[src/hw/rtl/xor_sprite_framebuffer_assert.svh]
// assertion macros for the xor sprite framebuffer rtl
// included by the modules that carry concurrent checks; no other dependencies
`ifndef XOR_SPRITE_FRAMEBUFFER_ASSERT_SVH
`define XOR_SPRITE_FRAMEBUFFER_ASSERT_SVH
`ifndef SYNTHESIS
// same-cycle implication, disabled during reset
`define XSF_ASSERT_NOW(lbl, clk, rst_n, ante, cons) \
    lbl: assert property (@(posedge clk) disable iff (!rst_n) (ante) |-> (cons)) \
        else $error("xsf same-cycle check failed");
// next-cycle implication, disabled during reset
`define XSF_ASSERT_NEXT(lbl, clk, rst_n, ante, cons) \
    lbl: assert property (@(posedge clk) disable iff (!rst_n) (ante) |=> (cons)) \
        else $error("xsf next-cycle check failed");
`else
`define XSF_ASSERT_NOW(lbl, clk, rst_n, ante, cons)
`define XSF_ASSERT_NEXT(lbl, clk, rst_n, ante, cons)
`endif
`endif

[src/hw/rtl/xsf_pkg.sv]
// shared types and op codes for the xor sprite framebuffer
// no dependencies; imported by xsf_if, xsf_ctrl, xsf_datapath and the top level
`timescale 1ns / 1ps
`default_nettype none

package xsf_pkg;

    // op codes of an input item
    localparam logic [1:0] OP_CLEAR = 2'd0;
    localparam logic [1:0] OP_DRAW  = 2'd1;
    localparam logic [1:0] OP_READ  = 2'd2;

    localparam int ROW_BITS_W = 64;
    localparam int SPRITE_W   = 8;

    // input item payload
    typedef struct packed {
        logic [1:0]            op;
        logic [7:0]            x_pos;
        logic [7:0]            y_pos;
        logic [3:0]            row_index;
        logic [SPRITE_W-1:0]   sprite_byte;
        logic                  last_row;
    } item_in_t;

    // result item payload
    typedef struct packed {
        logic                  collision;
        logic [ROW_BITS_W-1:0] row_bits;
        logic                  sprite_done;
    } item_out_t;

    // controller to datapath commands
    typedef struct packed {
        logic capture;
        logic calc;
        logic rd_en;
        logic finish;
    } ctl_cmd_t;

    // datapath to controller status
    typedef struct packed {
        logic out_free;
    } ctl_sts_t;

endpackage

`default_nettype wire

[src/hw/rtl/xsf_if.sv]
// valid/ready channel interfaces for input and result items
// depends on xsf_pkg
`timescale 1ns / 1ps
`default_nettype none

interface xsf_in_if;
    import xsf_pkg::*;

    logic                valid;
    logic                ready;
    logic [1:0]          op;
    logic [7:0]          x_pos;
    logic [7:0]          y_pos;
    logic [3:0]          row_index;
    logic [SPRITE_W-1:0] sprite_byte;
    logic                last_row;

    modport source (
        output valid, op, x_pos, y_pos, row_index, sprite_byte, last_row,
        input  ready
    );
    modport sink (
        input  valid, op, x_pos, y_pos, row_index, sprite_byte, last_row,
        output ready
    );
endinterface

interface xsf_out_if;
    import xsf_pkg::*;

    logic                  valid;
    logic                  ready;
    logic                  collision;
    logic [ROW_BITS_W-1:0] row_bits;
    logic                  sprite_done;

    modport source (
        output valid, collision, row_bits, sprite_done,
        input  ready
    );
    modport sink (
        input  valid, collision, row_bits, sprite_done,
        output ready
    );
endinterface

`default_nettype wire

[src/hw/rtl/xsf_ram.sv]
// generic single-port ram with registered read data
// no dependencies
`timescale 1ns / 1ps
`default_nettype none

module xsf_ram #(
    parameter int WIDTH = 64,
    parameter int DEPTH = 32
) (
    input  wire logic                     clk,
    input  wire logic [$clog2(DEPTH)-1:0] addr,
    input  wire logic                     rd_en,
    input  wire logic                     wr_en,
    input  wire logic [WIDTH-1:0]         wdata,
    output logic      [WIDTH-1:0]         rdata
);

    logic [WIDTH-1:0] mem [DEPTH];

    // write port and registered read port
    always_ff @(posedge clk)
    begin
        if (wr_en)
        begin
            mem[addr] <= wdata;
        end
        if (rd_en)
        begin
            rdata <= mem[addr];
        end
    end

endmodule

`default_nettype wire

[src/hw/rtl/xsf_ctrl.sv]
// controller state machine: sequences capture, reduce, read and write back
// depends on xsf_pkg and the assertion header
`timescale 1ns / 1ps
`default_nettype none

`include "xor_sprite_framebuffer_assert.svh"

module xsf_ctrl (
    input  wire logic              clk,
    input  wire logic              rst_n,
    input  wire logic              in_valid,
    output logic                   in_ready,
    output xsf_pkg::ctl_cmd_t      cmd,
    input  wire xsf_pkg::ctl_sts_t sts
);
    import xsf_pkg::*;

    typedef enum logic [1:0] {
        S_IDLE,
        S_CALC,
        S_READ,
        S_WRITE
    } state_t;

    state_t state_reg;
    state_t state_next;

    // next state
    always_comb
    begin
        state_next = state_reg;
        case (state_reg)
            S_IDLE:
            begin
                if (in_valid)
                begin
                    state_next = S_CALC;
                end
            end
            S_CALC:  state_next = S_READ;
            S_READ:  state_next = S_WRITE;
            S_WRITE:
            begin
                if (sts.out_free)
                begin
                    state_next = S_IDLE;
                end
            end
            default: state_next = S_IDLE;
        endcase
    end

    // state register
    always_ff @(posedge clk or negedge rst_n)
    begin
        if (!rst_n)
        begin
            state_reg <= S_IDLE;
        end
        else
        begin
            state_reg <= state_next;
        end
    end

    // commands decoded from state
    always_comb
    begin
        in_ready    = (state_reg == S_IDLE);
        cmd.capture = (state_reg == S_IDLE) && in_valid;
        cmd.calc    = (state_reg == S_CALC);
        cmd.rd_en   = (state_reg == S_READ);
        cmd.finish  = (state_reg == S_WRITE) && sts.out_free;
    end

    `XSF_ASSERT_NEXT(a_calc_then_read, clk, rst_n, state_reg == S_CALC, state_reg == S_READ)
    `XSF_ASSERT_NEXT(a_read_then_write, clk, rst_n, state_reg == S_READ, state_reg == S_WRITE)
    `XSF_ASSERT_NEXT(a_write_holds_stall, clk, rst_n, state_reg == S_WRITE && !sts.out_free, state_reg == S_WRITE)

endmodule

`default_nettype wire

[src/hw/rtl/xsf_datapath.sv]
// datapath: row/column reduction, sprite rotate, read-modify-write, result register
// depends on xsf_pkg, xsf_ram and the assertion header
`timescale 1ns / 1ps
`default_nettype none

`include "xor_sprite_framebuffer_assert.svh"

module xsf_datapath #(
    parameter int SCREEN_ROWS = 32,
    parameter int SCREEN_COLS = 64
) (
    input  wire logic               clk,
    input  wire logic               rst_n,
    input  wire xsf_pkg::ctl_cmd_t  cmd,
    output xsf_pkg::ctl_sts_t       sts,
    input  wire xsf_pkg::item_in_t  in_data,
    output logic                    out_valid,
    input  wire logic               out_ready,
    output xsf_pkg::item_out_t      out_data
);
    import xsf_pkg::*;

    localparam int RW = $clog2(SCREEN_ROWS);
    localparam int CW = $clog2(SCREEN_COLS);
    localparam logic [8:0] ROWS_D = 9'(SCREEN_ROWS);
    localparam logic [8:0] COLS_D = 9'(SCREEN_COLS);

    // fixed-point reciprocals of the screen sizes, exact quotient for 9-bit values
    localparam int          RECIP_SH = 18;
    localparam logic [17:0] ROWS_M   = 18'((2**RECIP_SH + SCREEN_ROWS - 1) / SCREEN_ROWS);
    localparam logic [17:0] COLS_M   = 18'((2**RECIP_SH + SCREEN_COLS - 1) / SCREEN_COLS);

    // remainder by reciprocal multiply, then one multiply-back and subtract
    function automatic logic [8:0] reduce9(input logic [8:0] v, input logic [8:0] d,
                                           input logic [17:0] m);
        logic [26:0] prod;
        logic [8:0]  q;
        logic [17:0] qd;
        prod = {18'b0, v} * {9'b0, m};
        q    = prod[26:18];
        qd   = {9'b0, q} * {9'b0, d};
        return v - qd[8:0];
    endfunction

    item_in_t               in_reg;
    logic [RW-1:0]          addr_reg;
    logic [CW-1:0]          col_reg;
    logic [SCREEN_COLS-1:0] placed_reg;
    logic [SCREEN_ROWS-1:0] valid_reg;
    logic                   seen_reg;
    logic                   out_valid_reg;
    item_out_t              out_reg;

    logic [8:0]             row_sel;
    logic [SCREEN_COLS-1:0] base;
    logic [2*SCREEN_COLS-1:0] doubled;
    logic [SCREEN_COLS-1:0] rdata;
    logic [SCREEN_COLS-1:0] old_row;
    logic [SCREEN_COLS-1:0] new_row;
    logic                   collided;
    logic                   seen_next;
    logic                   is_draw;
    logic                   is_read;
    logic                   is_clear;

    assign is_draw  = (in_reg.op == OP_DRAW);
    assign is_read  = (in_reg.op == OP_READ);
    assign is_clear = (in_reg.op == OP_CLEAR);

    // target row before wrapping: the sum of y and row index for a draw, y otherwise
    assign row_sel = is_draw ? ({1'b0, in_reg.y_pos} + {5'b0, in_reg.row_index})
                             : {1'b0, in_reg.y_pos};

    // sprite placed at the left edge, then rotated right by the column
    assign base    = SCREEN_COLS'(in_reg.sprite_byte) << (SCREEN_COLS - SPRITE_W);
    assign doubled = {base, base} >> col_reg;

    // input item capture, then address and column reduction, then placed row
    always_ff @(posedge clk)
    begin
        if (cmd.capture)
        begin
            in_reg <= in_data;
        end
        if (cmd.calc)
        begin
            addr_reg <= RW'(reduce9(row_sel, ROWS_D, ROWS_M));
            col_reg  <= CW'(reduce9({1'b0, in_reg.x_pos}, COLS_D, COLS_M));
        end
        if (cmd.rd_en)
        begin
            placed_reg <= doubled[SCREEN_COLS-1:0];
        end
    end

    xsf_ram #(
        .WIDTH (SCREEN_COLS),
        .DEPTH (SCREEN_ROWS)
    ) u_frame_ram (
        .clk   (clk),
        .addr  (addr_reg),
        .rd_en (cmd.rd_en),
        .wr_en (cmd.finish && is_draw),
        .wdata (new_row),
        .rdata (rdata)
    );

    // rows never written since the last clear read as zero
    assign old_row   = valid_reg[addr_reg] ? rdata : '0;
    assign new_row   = old_row ^ placed_reg;
    assign collided  = |(old_row & placed_reg);
    assign seen_next = ((in_reg.row_index == 4'd0) ? 1'b0 : seen_reg) | collided;

    // row valid bits and collision flag
    always_ff @(posedge clk or negedge rst_n)
    begin
        if (!rst_n)
        begin
            valid_reg <= '0;
            seen_reg  <= 1'b0;
        end
        else if (cmd.finish)
        begin
            if (is_clear)
            begin
                valid_reg <= '0;
            end
            else if (is_draw)
            begin
                valid_reg[addr_reg] <= 1'b1;
                seen_reg            <= seen_next;
            end
        end
    end

    // result register valid flag
    always_ff @(posedge clk or negedge rst_n)
    begin
        if (!rst_n)
        begin
            out_valid_reg <= 1'b0;
        end
        else if (cmd.finish)
        begin
            out_valid_reg <= 1'b1;
        end
        else if (out_ready)
        begin
            out_valid_reg <= 1'b0;
        end
    end

    // result register payload
    always_ff @(posedge clk)
    begin
        if (cmd.finish)
        begin
            out_reg.collision   <= is_draw && seen_next;
            out_reg.sprite_done <= is_draw && in_reg.last_row;
            if (is_draw)
            begin
                out_reg.row_bits <= ROW_BITS_W'(new_row);
            end
            else if (is_read)
            begin
                out_reg.row_bits <= ROW_BITS_W'(old_row);
            end
            else
            begin
                out_reg.row_bits <= '0;
            end
        end
    end

    assign sts.out_free = !out_valid_reg || out_ready;
    assign out_valid    = out_valid_reg;
    assign out_data     = out_reg;

    `XSF_ASSERT_NEXT(a_finish_loads_result, clk, rst_n, cmd.finish, out_valid_reg)
    `XSF_ASSERT_NEXT(a_clear_drops_rows, clk, rst_n, cmd.finish && is_clear, valid_reg == '0)
    `XSF_ASSERT_NEXT(a_draw_marks_row, clk, rst_n, cmd.finish && is_draw, valid_reg[$past(addr_reg)])

endmodule

`default_nettype wire

[src/hw/rtl/xor_sprite_framebuffer.sv]
// top level of the xor sprite framebuffer: controller, datapath and channel glue
// depends on xsf_pkg, xsf_if, xsf_ctrl and xsf_datapath
`timescale 1ns / 1ps
`default_nettype none

// Monochrome framebuffer of SCREEN_ROWS rows by SCREEN_COLS pixels, leftmost pixel
// in the top bit of a row. Every input item gives exactly one result item: a draw
// XORs an 8-pixel sprite row into row (y_pos + row_index) mod SCREEN_ROWS, rotated
// right to column x_pos mod SCREEN_COLS, and returns the new row with the collision
// flag (restarted on row_index 0) and sprite_done; a read returns row y_pos mod
// SCREEN_ROWS; a clear zeroes the screen by dropping the per-row valid bits, so
// no clearing pass follows reset. Each item passes in order through the accept in
// idle, a step to reduce row and column, one read of the single-port frame ram and
// a step to modify and write the row back; a new item is accepted only once that
// read-modify-write on one ram port is done. A finished result sits in an output
// register, and the write-back waits only while the previous result is untaken.
module xor_sprite_framebuffer #(
    parameter int SCREEN_ROWS = 32,
    parameter int SCREEN_COLS = 64
) (
    input  wire logic clk,
    input  wire logic rst_n,
    xsf_in_if.sink    in_item,
    xsf_out_if.source out_item
);
    import xsf_pkg::*;

    ctl_cmd_t  cmd;
    ctl_sts_t  sts;
    item_in_t  in_data;
    item_out_t out_data;
    logic      out_valid;

    // pack the input channel payload
    always_comb
    begin
        in_data.op          = in_item.op;
        in_data.x_pos       = in_item.x_pos;
        in_data.y_pos       = in_item.y_pos;
        in_data.row_index   = in_item.row_index;
        in_data.sprite_byte = in_item.sprite_byte;
        in_data.last_row    = in_item.last_row;
    end

    xsf_ctrl u_ctrl (
        .clk      (clk),
        .rst_n    (rst_n),
        .in_valid (in_item.valid),
        .in_ready (in_item.ready),
        .cmd      (cmd),
        .sts      (sts)
    );

    xsf_datapath #(
        .SCREEN_ROWS (SCREEN_ROWS),
        .SCREEN_COLS (SCREEN_COLS)
    ) u_datapath (
        .clk       (clk),
        .rst_n     (rst_n),
        .cmd       (cmd),
        .sts       (sts),
        .in_data   (in_data),
        .out_valid (out_valid),
        .out_ready (out_item.ready),
        .out_data  (out_data)
    );

    // drive the result channel
    assign out_item.valid       = out_valid;
    assign out_item.collision   = out_data.collision;
    assign out_item.row_bits    = out_data.row_bits;
    assign out_item.sprite_done = out_data.sprite_done;

endmodule

`default_nettype wire
[src/flat_wrapper.sv]
// flat-port wrapper written by rule: the top's interface ports become plain ports
module xor_sprite_framebuffer_flat import xsf_pkg::*;
#(
    parameter int SCREEN_ROWS = 32,
    parameter int SCREEN_COLS = 64
)
  (clk, rst_n, in_item_valid, in_item_op, in_item_x_pos, in_item_y_pos, in_item_row_index, in_item_sprite_byte, in_item_last_row, in_item_ready, out_item_valid, out_item_collision, out_item_row_bits, out_item_sprite_done, out_item_ready);
  xsf_in_if in_item_i ();
  xsf_out_if out_item_i ();
  input  wire logic clk;
  input  wire logic rst_n;
  input wire logic [$bits(in_item_i.valid)-1:0] in_item_valid;
  input wire logic [$bits(in_item_i.op)-1:0] in_item_op;
  input wire logic [$bits(in_item_i.x_pos)-1:0] in_item_x_pos;
  input wire logic [$bits(in_item_i.y_pos)-1:0] in_item_y_pos;
  input wire logic [$bits(in_item_i.row_index)-1:0] in_item_row_index;
  input wire logic [$bits(in_item_i.sprite_byte)-1:0] in_item_sprite_byte;
  input wire logic [$bits(in_item_i.last_row)-1:0] in_item_last_row;
  output wire logic [$bits(in_item_i.ready)-1:0] in_item_ready;
  output wire logic [$bits(out_item_i.valid)-1:0] out_item_valid;
  output wire logic [$bits(out_item_i.collision)-1:0] out_item_collision;
  output wire logic [$bits(out_item_i.row_bits)-1:0] out_item_row_bits;
  output wire logic [$bits(out_item_i.sprite_done)-1:0] out_item_sprite_done;
  input wire logic [$bits(out_item_i.ready)-1:0] out_item_ready;
  assign in_item_i.valid = in_item_valid;
  assign in_item_i.op = in_item_op;
  assign in_item_i.x_pos = in_item_x_pos;
  assign in_item_i.y_pos = in_item_y_pos;
  assign in_item_i.row_index = in_item_row_index;
  assign in_item_i.sprite_byte = in_item_sprite_byte;
  assign in_item_i.last_row = in_item_last_row;
  assign in_item_ready = in_item_i.ready;
  assign out_item_valid = out_item_i.valid;
  assign out_item_collision = out_item_i.collision;
  assign out_item_row_bits = out_item_i.row_bits;
  assign out_item_sprite_done = out_item_i.sprite_done;
  assign out_item_i.ready = out_item_ready;
  xor_sprite_framebuffer #(.SCREEN_ROWS(SCREEN_ROWS), .SCREEN_COLS(SCREEN_COLS)) u_core (.clk(clk), .rst_n(rst_n), .in_item(in_item_i), .out_item(out_item_i));
endmodule
[config.mk]
export PLATFORM = sky130hd
export DESIGN_NAME = xor_sprite_framebuffer_flat
export DESIGN_NICKNAME = d
export VERILOG_FILES = /design/src/hw/rtl/xsf_pkg.sv /design/src/hw/rtl/xsf_if.sv /design/src/hw/rtl/xsf_ram.sv /design/src/hw/rtl/xsf_ctrl.sv /design/src/hw/rtl/xsf_datapath.sv /design/src/hw/rtl/xor_sprite_framebuffer.sv /design/src/flat_wrapper.sv
export VERILOG_INCLUDE_DIRS = /design/src /design/src/hw/rtl
export SDC_FILE = /design/constraint.sdc
export NUM_CORES = 2
export LEC_CHECK = 0
export ABC_CLOCK_PERIOD_IN_PS = 8400
export BUFFER_PORTS_ARGS = -buffer_cell sky130_fd_sc_hd__buf_4
export CELL_PAD_IN_SITES_DETAIL_PLACEMENT = 1
export CELL_PAD_IN_SITES_GLOBAL_PLACEMENT = 1
export CORE_ASPECT_RATIO = 1.4
export CORE_UTILIZATION = 35
export DETAILED_ROUTE_END_ITERATION = 8
export GPL_TIMING_DRIVEN = 0
export PLACE_DENSITY_LB_ADDON = 0.1
export SLEW_MARGIN = 20
export SYNTH_ARGS = -nofsm -noshare
export SYNTH_HDL_FRONTEND = slang
export SYNTH_SLANG_ARGS = --single-unit
[constraint.sdc]
create_clock -name clk -period 8.4 [get_ports clk]
set_input_delay 0.42 -clock clk [delete_from_list [all_inputs] [get_ports clk]]
set_output_delay 0.42 -clock clk [all_outputs]
set_load 0.02 [all_outputs]
**Word-level counts from Yosys, hierarchy flattened**

Memory sizes are Yosys's and may differ from the RTL's. A register that Yosys moved wholly into a read port is not among the register bits.
Index checks and enable logic that the tools add are counted.

- Register bits: 203
- Memory bits (writable): 2048
- Input bits: 35
- Output and inout bits: 68
- Word-level logic and storage cells: 70
- Memories kept: 1

- $add $sub $neg: 3
- Order comparisons: 2
- Equal/unequal tests: 7
- Shift-type cells: 1
- Muxes and demuxes: 18
- Bitwise operators: 5
- Reductions and logical operators: 17

Memories:

| name | depth | width | rd ports | clocked after memory_dff | write ports | RTL line | RTL |
|---|---|---|---|---|---|---|---|
| u_core.u_datapath.u_frame_ram.mem | 32 | 64 | 1 | 1 | 1 | xsf_ram.sv:18 | `logic [WIDTH-1:0] mem [DEPTH];` |

Operators by type and width:

| kind | number |
|---|---|
| 64-bit two-way mux | 3 |
| 128-bit by 6-bit right shift with 64-bit output | 1 |
| 64-bit bitwise AND | 1 |
| 32-bit two-way mux | 2 |
| 64-bit OR reduction | 1 |
| 64-bit bitwise XOR | 1 |
| 32-bit OR | 1 |
| 2-bit case mux with 4 select lines | 1 |
| 1-bit two-way mux | 7 |
| 2-bit equality test (second input constant) | 3 |
| 1-bit logical AND | 6 |
| 5-bit by 6-bit less-than comparator with 1-bit output (second input constant) | 1 |
| 6-bit by 1-bit subtractor with 6-bit output (second input constant) | 1 |
| 5-bit by 4-bit adder with 5-bit output | 1 |
| 1-bit binary-select mux with 5-bit select | 1 |
| 1-bit demux with 5-bit select | 1 |
| 5-bit by 1-bit greater-or-equal comparator with 1-bit output (second input constant) | 1 |
| 5-bit two-way mux | 1 |
| 5-bit by 1-bit subtractor with 5-bit output (second input constant) | 1 |
| 2-bit by 1-bit equality test with 1-bit output (second input constant) | 2 |
| 2-bit zero test | 2 |
| 4-bit zero test | 1 |
| 2-bit two-way mux | 2 |
| 2-bit != test (second input constant) | 2 |
| 7 further kinds | 9 |

**Logic depth before layout (Yosys ltp)**

- Depth after elaboration: 7
- Gate-level depth with buffers: 15

**By module**

Synthesis repeated with hierarchy kept, for this count alone.

- Cell total of the unflattened synthesis: 4907
- Area, all modules: 89554.6 um2

Modules (own cells, without submodules):

| module | instances | cells each | area each (um2) | seq. area each (um2) |
|---|---|---|---|---|
| xsf_ram | 1 | 4136 | 79506.3 | 63420.8 |
| xsf_datapath | 1 | 754 | 9870.7 | 5865.6 |
| xsf_ctrl | 1 | 17 | 177.7 | 50.0 |

**Worst setup path before layout**

No wires, ideal clock.

- Path type: flip-flop to flip-flop
- Start point: register u_core.u_datapath.addr_reg[1]
- End point: memory u_core.u_datapath.u_frame_ram.mem[10][0], enable pin
- Arrival: 4.192 ns
- Data required time: 7.912 ns
- Setup slack: 3.720 ns
- Cell stages (with the launch flop): 7
- Cell sequence: edfxtp_1 -> buf_2 -> buf_2 -> buf_2 -> buf_1 -> nand3b_1 -> nor2_1

RTL lines:

| item | RTL line | RTL |
|---|---|---|
| from (decl) | xsf_datapath.sv:46 | `logic [RW-1:0] addr_reg;` |
| from (signal assigned) | xsf_datapath.sv:87 | `addr_reg <= RW'(reduce9(row_sel, ROWS_D, ROWS_M));` |
| to (decl) | xsf_ram.sv:18 |  |

Straight into the memory's write port.

**Final worst setup path**

- Start point: register u_core.u_datapath.addr_reg[1]
- End point: memory u_core.u_datapath.u_frame_ram.mem[30][39], enable pin

Straight into the memory's write port.

==> flow_summary.toml <==
[final_layout]
final_common_cell = "edfxtp_1"
final_cell_mix = "edfxtp_1 (2,279), mux4_2 (517), a22oi_1 (257), clkbuf_16 (234), buf_12 (122)"
drive_above_1_share = 0.2934
regMostFlops = "u_core.u_datapath.u_frame_ram.mem"
nets = 4605
area_delta_synth_final_pct = 20.34
nFillCells = 22860
final_area_um2 = 106100
largest_reg_flops = 2048

[yosys]
synth_cells = 3907
ys_warn_count = 0
synth_cell_types = 42
syn_avg_cell_area_um2 = 22.57
synth_nets = 4015
synth-seq-cells = 2315
synth_edf_count = 2279
postSynth.asyncResetShare = 0.01555
seq_area_frac_synth = 0.7863
synth_area_um2 = 88180
yosys_most_used_dff = "edfxtp_1"

[sta]
fin_tns_setup_ns = 0
rsz0062_at_grt = "false"
finalClockSkew_ns = 0.03431
finalCriticalPeriod_ns = 5.376
finalSetupViolCount = 0
slew_viol_final = 0
hold_ws_ns = 0.05547
maxSlewHeadroom = 0.1493
fmax_mhz = 186.0
fin_crit_sh = 0.6400
hold_viol = 0
worst_pin_slew_ns = 1.276

[floorplanning]
dieHeight_um = 595.9
fp.dieArea_um2 = 254000
core-area_um2 = 250100
num_rows = 217
pin_count = 103
start_util = 0.3526
die_w_um = 426.2

[power]
powerDensity_nw_per_um2 = 343.4
p_switching_mw = 12.10
p_sw_frac = 0.3320
combPwrFrac = 0.276
clockPowerShare = 0.277
peakVddDrop_mv = 0.2064
leakage_nw = 33.57
power.internal_mw = 24.34
p_seq_frac = 0.446

[grt]
grt_pass1_vias = 47520
grt_antenna_before_repair = 27
grt_max_degree = 50
overflow = 0
grtUsageTotal = 0.2627
grt_pass1_wl_mm = 443.5

[status]
outcome = "completed"

[routing]
wl_mm = 334.0
wl_per_cell_um = 41.92
met3_length_mm = 20.94
drc = 0
first_pass_iters = 5
drtIter0Drc = 6238
routed.top_layer = "met4"
wl_met2_mm = 164.6
vias = 46640
wirelength_met1_mm = 135.6
viasPerCell = 5.853
ant_nets = 0

[clock_tree]
clk_latency_ns = 0.90
ctsResizeCount = 0
h-tree-depth = 4
cts-root-buf = "clkbuf_16"
cts_made_buffers = 232
tritoncts = "yes"
clk_pin_slew_ns = 0.07
clock-sinks = 2315
clock_path_buffers = 4

[setup_path]
worstPathRequired_ns = 9.00
worst-path-max-fanout = 12
crit_path_end_kind = "flop"
start_kind = "flop"
worstPathArrival_ns = 5.97
critPathKind = "reg -> reg"
max_stage_delay_ns = 0.85
slowest_stage = "buf_1"
path_buf_inv = 7
critPathTopFamily = "buffers and inverters"
cp_cell_sequence = "buf_2, buf_2, buf_2, buf_1, nand3b_1, nor2_4, buf_16, buf_16, buf_16"

[placed_design]
place.gp.congestion = 0.8400
portBuffers = 97
hpwlAfterDp_mm = 235.3
placed_area_um2 = 98660

[min_path]
hp-class = "in -> async"

[flow_run]
cap_violations = 0
==> timing repair <==
action / in CTS / in global routing
hold buffers: 29 / 0
buffers inserted: 0 / 0
endpoints found under the hold margin: 65 / 0
==> worst register-to-register path, delay by kind of cell, from the launching register on <==
family / cells / cell delay, ns
AND/OR/NAND/NOR: 2 / 1.71
flip-flops: 1 / 0.37
buffers and inverters: 7 / 2.99
==> synth_stat cells (all sizes together), types with 2 or more instances <==
master / count / share of area
a21o: 2 / 0.00017
a21oi: 13 / 0.00074
a22oi: 257 / 0.022
a32o: 64 / 0.0073
and2: 69 / 0.0049
and3: 2 / 0.00014
buf: 91 / 0.0055
clkbuf: 132 / 0.0056
dfrtp: 36 / 0.010
edfxtp: 2279 / 0.78
ha: 72 / 0.010
inv: 9 / 0.00038
mux2: 9 / 0.0011
mux2i: 23 / 0.0026
mux4: 517 / 0.13
nand2: 26 / 0.0011
nand2b: 16 / 0.0011
nand3: 4 / 0.00023
nand3b: 3 / 0.00026
nand4: 69 / 0.0049
nor2: 92 / 0.0039
nor2b: 15 / 0.0011
nor3: 3 / 0.00017
nor4: 17 / 0.0012
o21a: 33 / 0.0028
o21ai: 7 / 0.00040
o221ai: 2 / 0.00020
o22a: 4 / 0.00040
o22ai: 22 / 0.0016
or2: 6 / 0.00043
or3: 5 / 0.00035
==> power groups by stage <==
stage | Clock [mW] | Combinational [mW] | Sequential [mW]
floorplan | 0 | 4.96 | 16.4
global placement | 0 | 9.36 | 16.6
detailed placement | 0 | 10.0 | 16.5
CTS | 10.3 | 10.0 | 16.3
global route | 10.6 | 10.4 | 16.3
finish | 10.1 | 10.1 | 16.3
==> per-layer routing <==
| metal | global-route usage | vias to the layer above |
|---|---|---|
| met5 | 0 | - |
| met4 | 0.08695 | 0 |
| met3 | 0.03672 | 436 |
| met2 | 0.4371 | 1993 |
| met1 | 0.3539 | 26220 |
| li1 | - | 17990 |
==> final timing paths <==
check,start,end,slack (ns),depth (start not counted)
max,u_core.u_datapath.addr_reg[1]$_DFFE_PN_,u_core.u_datapath.u_frame_ram.mem[30][39]$_DFFE_PP_,3.02,9
min,rst_n,u_core.u_datapath.valid_reg[30]$_DFFE_PN0P_,0.06,2
max reg2reg,u_core.u_datapath.addr_reg[1]$_DFFE_PN_,u_core.u_datapath.u_frame_ram.mem[30][39]$_DFFE_PP_,3.02,9
min reg2reg,u_core.u_datapath.valid_reg[26]$_DFFE_PN0P_,u_core.u_datapath.valid_reg[26]$_DFFE_PN0P_,0.49,1
max in group asynchronous,rst_n,u_core.u_datapath.valid_reg[7]$_DFFE_PN0P_,7.97,2
min in group clk,in_item_sprite_byte[7],u_core.u_datapath.base[63]$_DFFE_PP_,0.24,2
==> cells by family after synthesis <==
group,share of synthesized area
flops,0.7863
mux,0.1358
compound gates,0.03581
simple gates,0.01988
buf+inv,0.01152
fa+ha+maj,0.01044
xor+xnor,0.0001987
==> final cells by class <==
type | count | area [um2] | area share
multi-input combinational | 1360 | 18150 | 0.1711
tap | 3285 | 4110 | 0.03873
inverter | 9 | 38.79 | 0.0003655
sequential | 2315 | 69340 | 0.6534
timing repair buffer | 356 | 6324 | 0.05959
buffer | 223 | 1070 | 0.01008
clock buffer | 286 | 6051 | 0.05702
antenna | 5 | 12.51 | 0.0001179
clock inverter | 130 | 1015 | 0.009563
==> stage by stage <==
stage	cells	power, mW	utilization	worst slack [ns]
2_1_floorplan	3907	21.32	-	3.720
3_3_place_gp	7289	25.98	0.3720	-5.139
3_5_place_dp	7517	26.54	0.3945	3.027
4_1_cts	7962	36.60	0.4240	2.989
5_1_grt	7966	37.36	0.4243	2.947
6_report	7969	36.44	0.4243	3.024
Power figures use the tool's default switching activity.
